File: src/pcd_pkg.sv
// Shared types and constants for the pulse-count dimming driver.
`timescale 1ns / 1ps

package pcd_pkg;

   // Request and response payloads
   typedef struct packed {
      logic              func;
      logic signed [7:0] percent;
   } pcd_req_type;

   typedef struct packed {
      logic       enable_level;
      logic       busy_res;
      logic [4:0] target_level;
   } pcd_rsp_type;

   // Request function codes
   localparam logic FUNC_TICK = 1'b0;
   localparam logic FUNC_SET  = 1'b1;

   // Register map
   localparam int             CSR_IDX_W      = 1;
   localparam int             CSR_DATA_W     = 16;
   localparam logic [CSR_IDX_W-1:0] CSR_RESET_LOW  = 1'd0;
   localparam logic [CSR_IDX_W-1:0] CSR_PULSE_HALF = 1'd1;

   // Register reset values
   localparam logic [15:0] RESET_LOW_DEFAULT  = 16'd5000;
   localparam logic [9:0]  PULSE_HALF_DEFAULT = 10'd200;

   // Level mapping: 1 + (p-1)*15/99, with *15/99 as a multiply by 15*2^16/99 (rounded up)
   localparam logic [6:0]  PERCENT_MAX   = 7'd100;
   localparam logic [13:0] LEVEL_RECIP   = 14'd9930;
   localparam int          LEVEL_SHIFT   = 16;
   localparam logic [4:0]  LEVEL_FULL    = 5'd16;

endpackage

File: src/pulse_count_dimming_driver.sv
// Top level: request and response registers, control registers, sequencer.
//
//  channel | direction | handshake           | payload
//  --------+-----------+---------------------+-----------------------------
//  req     | in        | req_valid/req_stall | req_data  (func, percent)
//  rsp     | out       | rsp_valid/rsp_stall | rsp_data  (enable_level, busy_res,
//          |           |                     |            target_level)
//  csr     | in        | csr_valid/csr_ready | csr_index, csr_wdata
//
//  One request per clock sustained while rsp_stall is low; a response passes
//  through the input register, then the result register, after the request
//  is taken.
//  The single-pass sequencer update between the two registers sets that rate.
//  Reset is synchronous; it clears the sequencer and valid flags and loads the control register defaults.
//  A stalled response holds the result register; the input register still
//  drains into it once it frees, and req_stall rises only when both are full.
`timescale 1ns / 1ps

module pulse_count_dimming_driver
   import pcd_pkg::*;
(
   input  logic                  clock,
   input  logic                  reset,
   input  logic                  req_valid,
   output logic                  req_stall,
   input  pcd_req_type           req_data,
   output logic                  rsp_valid,
   input  logic                  rsp_stall,
   output pcd_rsp_type           rsp_data,
   input  logic                  csr_valid,
   output logic                  csr_ready,
   input  logic [CSR_IDX_W-1:0]  csr_index,
   input  logic [CSR_DATA_W-1:0] csr_wdata
);

   logic        in_vld_ff,  in_vld_in;
   pcd_req_type in_data_ff;
   logic        out_vld_ff, out_vld_in;
   pcd_rsp_type out_data_ff;
   pcd_rsp_type rsp_next;
   logic [15:0] reset_low_ff;
   logic [9:0]  pulse_half_ff;
   logic        advance;
   logic        req_take;

   // Move the held request on when the result register is free or draining
   always_comb begin
      advance    = in_vld_ff && (!out_vld_ff || !rsp_stall);
      req_stall  = in_vld_ff && !advance;
      req_take   = req_valid && !req_stall;
      in_vld_in  = req_take || (in_vld_ff && !advance);
      out_vld_in = advance || (out_vld_ff && rsp_stall);
   end

   pcd_seq u_seq (
      .clock            (clock),
      .reset            (reset),
      .advance          (advance),
      .req              (in_data_ff),
      .reset_low_ticks  (reset_low_ff),
      .pulse_half_ticks (pulse_half_ff),
      .rsp_next         (rsp_next)
   );

   // Valid flags
   always_ff @(posedge clock) begin
      if (reset) begin
         in_vld_ff  <= 1'b0;
         out_vld_ff <= 1'b0;
      end else begin
         in_vld_ff  <= in_vld_in;
         out_vld_ff <= out_vld_in;
      end
   end

   // Payload registers
   always_ff @(posedge clock) begin
      if (req_take) begin
         in_data_ff <= req_data;
      end
      if (advance) begin
         out_data_ff <= rsp_next;
      end
   end

   // Control registers
   always_ff @(posedge clock) begin
      if (reset) begin
         reset_low_ff  <= RESET_LOW_DEFAULT;
         pulse_half_ff <= PULSE_HALF_DEFAULT;
      end else if (csr_valid && csr_ready) begin
         unique case (csr_index)
            CSR_RESET_LOW:  reset_low_ff  <= csr_wdata[15:0];
            CSR_PULSE_HALF: pulse_half_ff <= csr_wdata[9:0];
            default: begin
               // drop writes to unmapped indexes
            end
         endcase
      end
   end

   assign csr_ready = 1'b1;
   assign rsp_valid = out_vld_ff;
   assign rsp_data  = out_data_ff;

   a_stall_only_when_full: assert property (@(posedge clock) disable iff (reset)
      req_stall |-> (in_vld_ff && out_vld_ff && rsp_stall))
      else $error("request stalled with room in the pipeline");

   a_advance_fills_output: assert property (@(posedge clock) disable iff (reset)
      advance |=> out_vld_ff)
      else $error("processed request produced no response");

   a_take_fills_input: assert property (@(posedge clock) disable iff (reset)
      req_take |=> in_vld_ff)
      else $error("accepted request lost from the input register");

endmodule

File: src/pcd_level.sv
// Maps a positive brightness percent to a dimmer level of 1 to 16.
`timescale 1ns / 1ps

module pcd_level
   import pcd_pkg::*;
(
   input  logic signed [7:0] percent,
   output logic [4:0]        level
);

   logic [6:0]  pct_clamp;
   logic [6:0]  pct_m1;
   logic [19:0] prod;

   // Clamp to 100, then scale (p-1)*15/99 by a reciprocal multiply
   always_comb begin
      pct_clamp = (percent > $signed({1'b0, PERCENT_MAX})) ? PERCENT_MAX : percent[6:0];
      pct_m1    = pct_clamp - 7'd1;
      prod      = 20'(pct_m1) * 20'(LEVEL_RECIP);
      level     = {1'b0, prod[LEVEL_SHIFT+3:LEVEL_SHIFT]} + 5'd1;
   end

endmodule

File: src/pcd_seq.sv
// Reset and pulse sequencer: phase, tick counter, pulse count and pin state.
`timescale 1ns / 1ps

module pcd_seq
   import pcd_pkg::*;
(
   input  logic        clock,
   input  logic        reset,
   input  logic        advance,
   input  pcd_req_type req,
   input  logic [15:0] reset_low_ticks,
   input  logic [9:0]  pulse_half_ticks,
   output pcd_rsp_type rsp_next
);

   localparam logic [2:0] PH_OFF   = 3'd0;
   localparam logic [2:0] PH_RESET = 3'd1;
   localparam logic [2:0] PH_HIGH  = 3'd2;
   localparam logic [2:0] PH_LOW   = 3'd3;
   localparam logic [2:0] PH_ON    = 3'd4;

   logic [2:0]  phase_ff,   phase_in;
   logic [15:0] tick_ff,    tick_in;
   logic [3:0]  pulses_ff,  pulses_in;
   logic [4:0]  level_ff,   level_in;
   logic        pin_ff,     pin_in;

   logic [4:0]  set_level;
   logic [16:0] tick_inc;
   logic        reset_done;
   logic        half_done;
   logic [3:0]  pulses_dec;
   logic        pct_off;

   pcd_level u_level (
      .percent (req.percent),
      .level   (set_level)
   );

   // Phase end checks; a zero limit ends the phase after one tick
   always_comb begin
      tick_inc   = {1'b0, tick_ff} + 17'd1;
      reset_done = tick_inc >= {1'b0, reset_low_ticks};
      half_done  = tick_inc >= {7'b0, pulse_half_ticks};
      pulses_dec = pulses_ff - 4'd1;
      pct_off    = req.percent[7] || (req.percent == 8'sd0);
   end

   // Next state for the request in the input register
   always_comb begin
      phase_in  = phase_ff;
      tick_in   = tick_ff;
      pulses_in = pulses_ff;
      level_in  = level_ff;
      pin_in    = pin_ff;
      if (req.func == FUNC_SET) begin
         tick_in = 16'd0;
         pin_in  = 1'b0;
         if (pct_off) begin
            phase_in  = PH_OFF;
            pulses_in = 4'd0;
            level_in  = 5'd0;
         end else begin
            phase_in  = PH_RESET;
            level_in  = set_level;
            pulses_in = 4'(LEVEL_FULL - set_level);
         end
      end else begin
         unique case (phase_ff)
            PH_RESET: begin
               if (reset_done) begin
                  tick_in  = 16'd0;
                  pin_in   = 1'b1;
                  phase_in = (pulses_ff != 4'd0) ? PH_HIGH : PH_ON;
               end else begin
                  tick_in = tick_inc[15:0];
               end
            end
            PH_HIGH: begin
               if (half_done) begin
                  tick_in  = 16'd0;
                  pin_in   = 1'b0;
                  phase_in = PH_LOW;
               end else begin
                  tick_in = tick_inc[15:0];
               end
            end
            PH_LOW: begin
               if (half_done) begin
                  tick_in   = 16'd0;
                  pulses_in = pulses_dec;
                  pin_in    = 1'b1;
                  phase_in  = (pulses_dec != 4'd0) ? PH_HIGH : PH_ON;
               end else begin
                  tick_in = tick_inc[15:0];
               end
            end
            default: begin
               // hold while off or steady on
            end
         endcase
      end
   end

   // Response fields follow the state after this request
   always_comb begin
      rsp_next.enable_level = pin_in;
      rsp_next.busy_res     = (phase_in == PH_RESET) || (phase_in == PH_HIGH) ||
                              (phase_in == PH_LOW);
      rsp_next.target_level = level_in;
   end

   // Advance state once per processed request
   always_ff @(posedge clock) begin
      if (reset) begin
         phase_ff  <= PH_OFF;
         tick_ff   <= 16'd0;
         pulses_ff <= 4'd0;
         level_ff  <= 5'd0;
         pin_ff    <= 1'b0;
      end else if (advance) begin
         phase_ff  <= phase_in;
         tick_ff   <= tick_in;
         pulses_ff <= pulses_in;
         level_ff  <= level_in;
         pin_ff    <= pin_in;
      end
   end

   a_off_no_pulses: assert property (@(posedge clock) disable iff (reset)
      (phase_ff == PH_OFF) |-> (pulses_ff == 4'd0 && level_ff == 5'd0 && !pin_ff))
      else $error("off phase with pending pulses, level or high pin");

   a_level_range: assert property (@(posedge clock) disable iff (reset)
      level_ff <= LEVEL_FULL)
      else $error("held level above full scale");

   a_pin_high_phases: assert property (@(posedge clock) disable iff (reset)
      (phase_ff == PH_ON || phase_ff == PH_HIGH) |-> pin_ff)
      else $error("pin low in a high phase");

   a_pin_low_phases: assert property (@(posedge clock) disable iff (reset)
      (phase_ff == PH_RESET || phase_ff == PH_LOW) |-> !pin_ff)
      else $error("pin high in a low phase");

   a_pulses_bound: assert property (@(posedge clock) disable iff (reset)
      (phase_ff != PH_OFF) |-> ({1'b0, pulses_ff} + level_ff <= LEVEL_FULL))
      else $error("pulse count exceeds what the level allows");

endmodule

File: config.mk
export PLATFORM = sky130hd
export DESIGN_NAME = pulse_count_dimming_driver
export DESIGN_NICKNAME = d
export VERILOG_FILES = /design/src/pcd_pkg.sv /design/src/pulse_count_dimming_driver.sv /design/src/pcd_level.sv /design/src/pcd_seq.sv
export SDC_FILE = /design/constraint.sdc
export NUM_CORES = 1
export LEC_CHECK = 0
export ABC_AREA = 1
export BUFFER_PORTS_ARGS = -buffer_cell sky130_fd_sc_hd__buf_2
export CAP_MARGIN = 25
export CORE_ASPECT_RATIO = 1.25
export CORE_UTILIZATION = 55
export CTS_BUF_LIST = sky130_fd_sc_hd__clkbuf_8
export DETAILED_ROUTE_END_ITERATION = 16
export GPL_TIMING_DRIVEN = 0
export HOLD_SLACK_MARGIN = 0.05
export PLACE_DENSITY = 0.8
export SYNTH_ARGS = -nofsm -noshare
export SYNTH_HDL_FRONTEND = slang
export SYNTH_SLANG_ARGS = --single-unit
export TNS_END_PERCENT = 20
File: constraint.sdc
create_clock -name clock -period 5.4 [get_ports clock]
set_input_delay 0.54 -clock clock [delete_from_list [all_inputs] [get_ports clock]]
set_output_delay 0.54 -clock clock [all_outputs]
set_load 0.01 [all_outputs]
Word level (Yosys, flattened, before mapping)
Cells that the tools add are included.
- bits in registers: 73
- output and inout bits: 10
- add/subtract/negate cells: 5
- $mul: 1
- magnitude comparators: 3
- equality and inequality tests: 6
- muxes and demuxes: 24
- bitwise logic cells: 1
- reductions and logical operators: 25
- operators by type and width (kind ; count):
    two-way mux 16 bit ; 3
    one-hot mux 16 bit (2 select lines) ; 1
    multiplier 7 x 13 -> 19 bit, second input constant ; 1
    two-way mux 3 bit ; 6
    adder 16 x 1 -> 17 bit, second input constant ; 1
    >= comparator 17 x 10 -> 1 bit ; 1
    >= comparator 17 x 16 -> 1 bit ; 1
    two-way mux 4 bit ; 4
    == test 3 x 2 -> 1 bit, second input constant ; 4
    two-way mux 5 bit ; 2
    one-hot mux 3 bit (3 select lines) ; 1
    greater-than comparator 8 bit, second input constant ; 1
    zero test 8 bit ; 1
    nonzero test 4 bit ; 2
    two-way mux 7 bit ; 1
    subtractor 7 x 1 -> 7 bit, second input constant ; 1
    == test 3 x 1 -> 1 bit, second input constant ; 2
    logical OR 1 bit ; 6
    AND reduction 2 bit ; 3
    adder 4 x 1 -> 5 bit, second input constant ; 1
    two-way mux 1 bit ; 5
    logical AND 1 bit ; 4
    zero test 1 bit ; 4
    nonzero test 2 bit ; 2
    7 further kinds ; 7

Longest topological paths before layout
- depth in word-level cells: 9
- gate-level depth with buffers: 34

Cells and area by module
Synthesis repeated with hierarchy kept, for this count alone.
- cells, all modules: 856
- area, all modules: 6124.6 um^2
- modules (own cells, without submodules) (module ; instances ; cells each ; area each (um^2) ; seq. area each (um^2)):
    pcd_seq ; 1 ; 447 ; 2849.0 ; 580.6
    pcd_level ; 1 ; 239 ; 1694.1 ; 0.0
    pulse_count_dimming_driver ; 1 ; 170 ; 1581.5 ; 1041.0

Least setup slack after synthesis
OpenSTA, ideal clock, no wires.
- kind: reg2reg
- start point: reg in_data_ff[0] (netlist bit)
- end point: reg u_seq.pulses_ff[3]
- library setup time: 119 ps
- arrival time: 5134 ps
- setup slack: 147 ps
- cell stages (with the launch flop): 31
- buffers on the path: 0
- clock period less this slack: 5253 ps
- cell sequence: edfxtp_1 > o21ai_0 > nand2_1 > nand2_1 > nand2_1 > ha_1 > inv_1 > nor2_1 > xnor2_1 > ha_1 > fa_1 > fa_1 > inv_1 > fa_1 > inv_1 > ha_1 > a21oi_1 > o21ai_0 > a21oi_1 > nor2_1 > nor2_1 > nand2_1 > nand2_1 > nand2_1 > ha_1 > inv_1 > nand2_1 > nor2_1 > nand3_1 > nand3_1 > a21oi_1
- longest elaborated chain between the ends: 8
- ends and longest elaborated chain (what ; RTL line ; text):
    from (decl) ; pulse_count_dimming_driver.sv:37 ; pcd_req_type in_data_ff;
    from (signal assigned) ; pulse_count_dimming_driver.sv:79 ; in_data_ff <= req_data;
    greater-than comparator 8 bit ; pcd_level.sv:17 ; pct_clamp = (percent > $signed({1'b0, PERCENT_MAX})) ? PERCENT_MAX : percent[6:0];
    two-way mux 7 bit ; pcd_level.sv:17 ;
    subtractor 7 x 1 -> 7 bit ; pcd_level.sv:18 ; pct_m1 = pct_clamp - 7'd1;
    multiplier 7 x 13 -> 19 bit ; pcd_level.sv:19 ; prod = 20'(pct_m1) * 20'(LEVEL_RECIP);
    adder 4 x 1 -> 5 bit ; pcd_level.sv:20 ; level = {1'b0, prod[LEVEL_SHIFT+3:LEVEL_SHIFT]} + 5'd1;
    subtractor 1 x 4 -> 4 bit ; pcd_seq.sv:66 ; pulses_in = 4'(LEVEL_FULL - set_level);
    two-way mux 4 bit (*) ; pcd_seq.sv:59 ; if (pct_off) begin
    two-way mux 4 bit (*) ; pcd_seq.sv:56 ; if (req.func == FUNC_SET) begin
    to (signal assigned) ; pcd_seq.sv:124 ; pulses_ff <= pulses_in;
    to (decl) ; pcd_seq.sv:24 ; logic [3:0] pulses_ff, pulses_in;
Mark *: on every way between the ends. The rest lies on a longest branch, timed or not.
A chain may end at the register's enable or synchronous reset.

Final worst setup path
- start point: reg in_data_ff[1] (netlist bit)
- end point: reg u_seq.pulses_ff[3]
The elaborated chain is that of the path after synthesis.

==> flow_summary.ini <==
[sta]
finalCritPeriodShare_pct = 97.0
worst_slew_pin_slew_ps = 525
period_minus_slack_ps = 5240
slew-limit-headroom_pct = 65.0
hold_viol = 0
drv_slew = 0
finClkSkew_ps = 6.49
setup_viol = 0
setup_tns_ps = 0
fmax_mhz = 191
whs_ps = 358

[pwr]
power.share.clock_pct = 23.5
switchingPower_w = 0.000965
intPower_w = 0.00145
power.total_w = 0.00241
swShare_pct = 40.0
p_leak_nw = 3.27
peakVddDrop_uv = 272
power_density_mw_per_mm2 = 365
combPwrFrac_pct = 51.4
p_seq_share_pct = 25.1

[finish]
syn2layout_area_growth_pct = 18.5
drive_above_1_share_pct = 17.1
nets = 944
finish.instance_area_mm2 = 0.00661
instances_no_fill = 958

[die]
die-area_mm2 = 0.0106
die_w_um = 92.1
die_h_um = 115
core_area_mm2 = 0.00976
io_pins = 41
rows = 40
initial_core_util_pct = 57.2

[global_route]
grt_pass1_wl_um = 21500
grt_overflow = 0
grt_usage_pct = 25.7
grt_max_degree = 16
antenna_found_initial = 0
grt_pass1_vias = 5097

[clock_tree]
cts_tree = done
numCtsBuffers = 9
cts_root_buffer = clkbuf_8
clkTransAtPathRegs_ps = 70
insertion_delay_ps = 360
cts.sinks = 73
clockBufferDepth = 2
cts-htree-levels = 3
ctsHoldBuffers = 0

[worst_setup_path]
critPathMaxStageDelay_ps = 520
crit_fanout = 4
crit_path_end_kind = register
path_class = reg2reg
startpoint_type = register
arrival_ps = 5530
crit_family = adder cells
timing.critical_path.slowest_stage_cell = fa_1
rr_startpoint = in_data_ff[1]$_DFFE_PP_
path_buf_inv = 7
critPathRequiredTime_ps = 5700
cp-startpoint = in_data_ff[1]$_DFFE_PP_

[hold_path]
min_from = req_data[6]
hp-class = in2reg

[logic_synthesis]
synth.distinct_cells = 39
synth_top_area_share_pct = 20.5
yosysTopAreaCell = dfxtp_1
synth-edff-count = 16
ys_warn_count = 0
async_reset_ff_share_pct = 0
avgSynthCellArea_um2 = 7.37
yosys-top-cells-area = dfxtp_1 20%, ha_1 17%, inv_1 10%
synth_nets = 875
ys_seq_area_share_pct = 29.1
syn_area_mm2 = 0.00558
ys.flop_type = dfxtp_1
synth-seq-cells = 73
netlist_instances = 757

[detailed_routing]
drtIter0Drc = 235
ant_nets = 0
via_per_inst = 5.38
vias = 5153
drtPass1Iterations = 4
drt-wirelength-per-cell_um = 14.2
wirelength_um = 13600
route.detailed.drc = 0

[placement]
place_inst = 921
dpl_cell_area_mm2 = 0.00593
gp_congestion = 0.923
portBuffers = 38
dp.final_hpwl_um = 10100

[job]
maxCapViolCount = 0

[outcome]
run_status = finished, final reports clean
==> worst reg2reg max path: cells and delay by family (launching register included) <==
family	cells	cell delay (ps)
flip-flops	1	420
AO/OA/AOI/OAI	3	350
adder cells (fa/ha/maj)	6	2010
buffers and inverters	7	640
AND/OR/NAND/NOR	15	1550
XOR/XNOR	1	220
==> state kept, by name, summed over array words and instances (netlist names) <==
signal / cells
in_data_ff: 9
u_seq.level_ff: 5
rsp_valid: 1
u_seq.phase_ff: 3
u_seq.pin_ff: 1
u_seq.tick_ff: 16
pulse_half_ff: 10
reset_low_ff: 16
u_seq.pulses_ff: 4
rsp_data: 7
in_vld_ff: 1
==> layout make-up <==
type	count	area, um^2
multi-input cells	517	3580
fillers	767	3150
flip-flops and latches	73	1620
inverters	152	573
repair buffers	58	344
well taps	126	158
clock buffers	10	138
clock inverters	6	131
plain buffers	15	67.6
diodes	1	2.50
==> synth_stat cells (all sizes together) (3+ instances only) <==
| master | instances |
|---|---|
| a21oi | 74 |
| nor4 | 3 |
| dfxtp | 57 |
| xnor2 | 6 |
| or2 | 3 |
| clkbuf | 13 |
| ha | 74 |
| nand2 | 142 |
| nor3 | 14 |
| xor2 | 14 |
| fa | 13 |
| a211oi | 3 |
| o22ai | 5 |
| nand3b | 4 |
| edfxtp | 16 |
| nor2 | 53 |
| nand4 | 9 |
| o21ai | 43 |
| nand3 | 38 |
| inv | 151 |
| o211ai | 10 |
==> per-layer routing <==
| metal | vias up | GRT usage, % | wire (um) |
|---|---|---|---|
| li1 | 2606 | - | - |
| met3 | 47 | 3.78 | 484 |
| met5 | - | 0 | 0 |
| met1 | 2380 | 26.4 | 5430 |
| met4 | 0 | 14.7 | 666 |
| met2 | 120 | 49.2 | 7010 |
==> final timing paths <==
path,end,slack [ps],depth (start not counted)
hold reg to reg,reset_low_ff[6]$_SDFFE_PP0P_,470,2
hold / removal,in_data_ff[6]$_DFFE_PP_,360,1
setup / recovery,u_seq.pulses_ff[3]$_SDFFE_PP0P_,160,32
setup reg to reg,u_seq.pulses_ff[3]$_SDFFE_PP0P_,160,32
==> placed cells by master, fill, tap and decap left out, types with 6 or more instances in the layout <==
master / n
fa_1: 13
nand3_2: 6
buf_4: 20
nor2_2: 11
o211ai_1: 10
o21ai_0: 40
buf_2: 38
clkbuf_8: 10
nor2_1: 42
inv_2: 6
nand2_2: 9
dfxtp_1: 57
a21oi_1: 68
nand3_1: 32
edfxtp_1: 16
ha_4: 7
ha_1: 66
inv_1: 145
clkbuf_1: 13
xor2_1: 13
nand4_1: 8
nor3_1: 8
nand2_1: 129
==> per-stage QoR <==
stage                     util [%]  setup slack (ps)
after CTS                     64.4              22.4
after detailed placement      60.7              -743
after global placement        60.7              -558
after floorplan                  -               147
after global routing          67.7              -198
final                         67.8               164
==> logic make-up (layout without fill, tap and decap cells) <==
kind of cell             Yosys count  after routing  synth area share [%]
AO/OA/AOI/OAI                    143            143                  14.1
XOR/XNOR                          20             20                  3.14
adder cells (fa/ha/maj)           87             87                  21.3
buffers and inverters            167            241                  11.4
flip-flops                        73             73                  29.1
other                              1              2                0.0672
AND/OR/NAND/NOR                  266            266                  20.9
==> timing repair <==
action	CTS	global route
setup buffers	5	15
pin swaps	3	23
gates resized for setup	15	48
setup endpoints to repair	14	13
==> power groups by stage <==
stage / Combinational, W / Clock [W] / Sequential [W]
global placement: 0.000927 / 0 / 0.000617
detailed placement: 0.000953 / 0 / 0.000619
CTS: 0.000988 / 0.000571 / 0.000606
global route: 0.00140 / 0.000595 / 0.000609
finish: 0.00124 / 0.000567 / 0.000607
floorplan: 0.000734 / 0 / 0.000619
No activity file was read; power rests on OpenSTA's default activity.
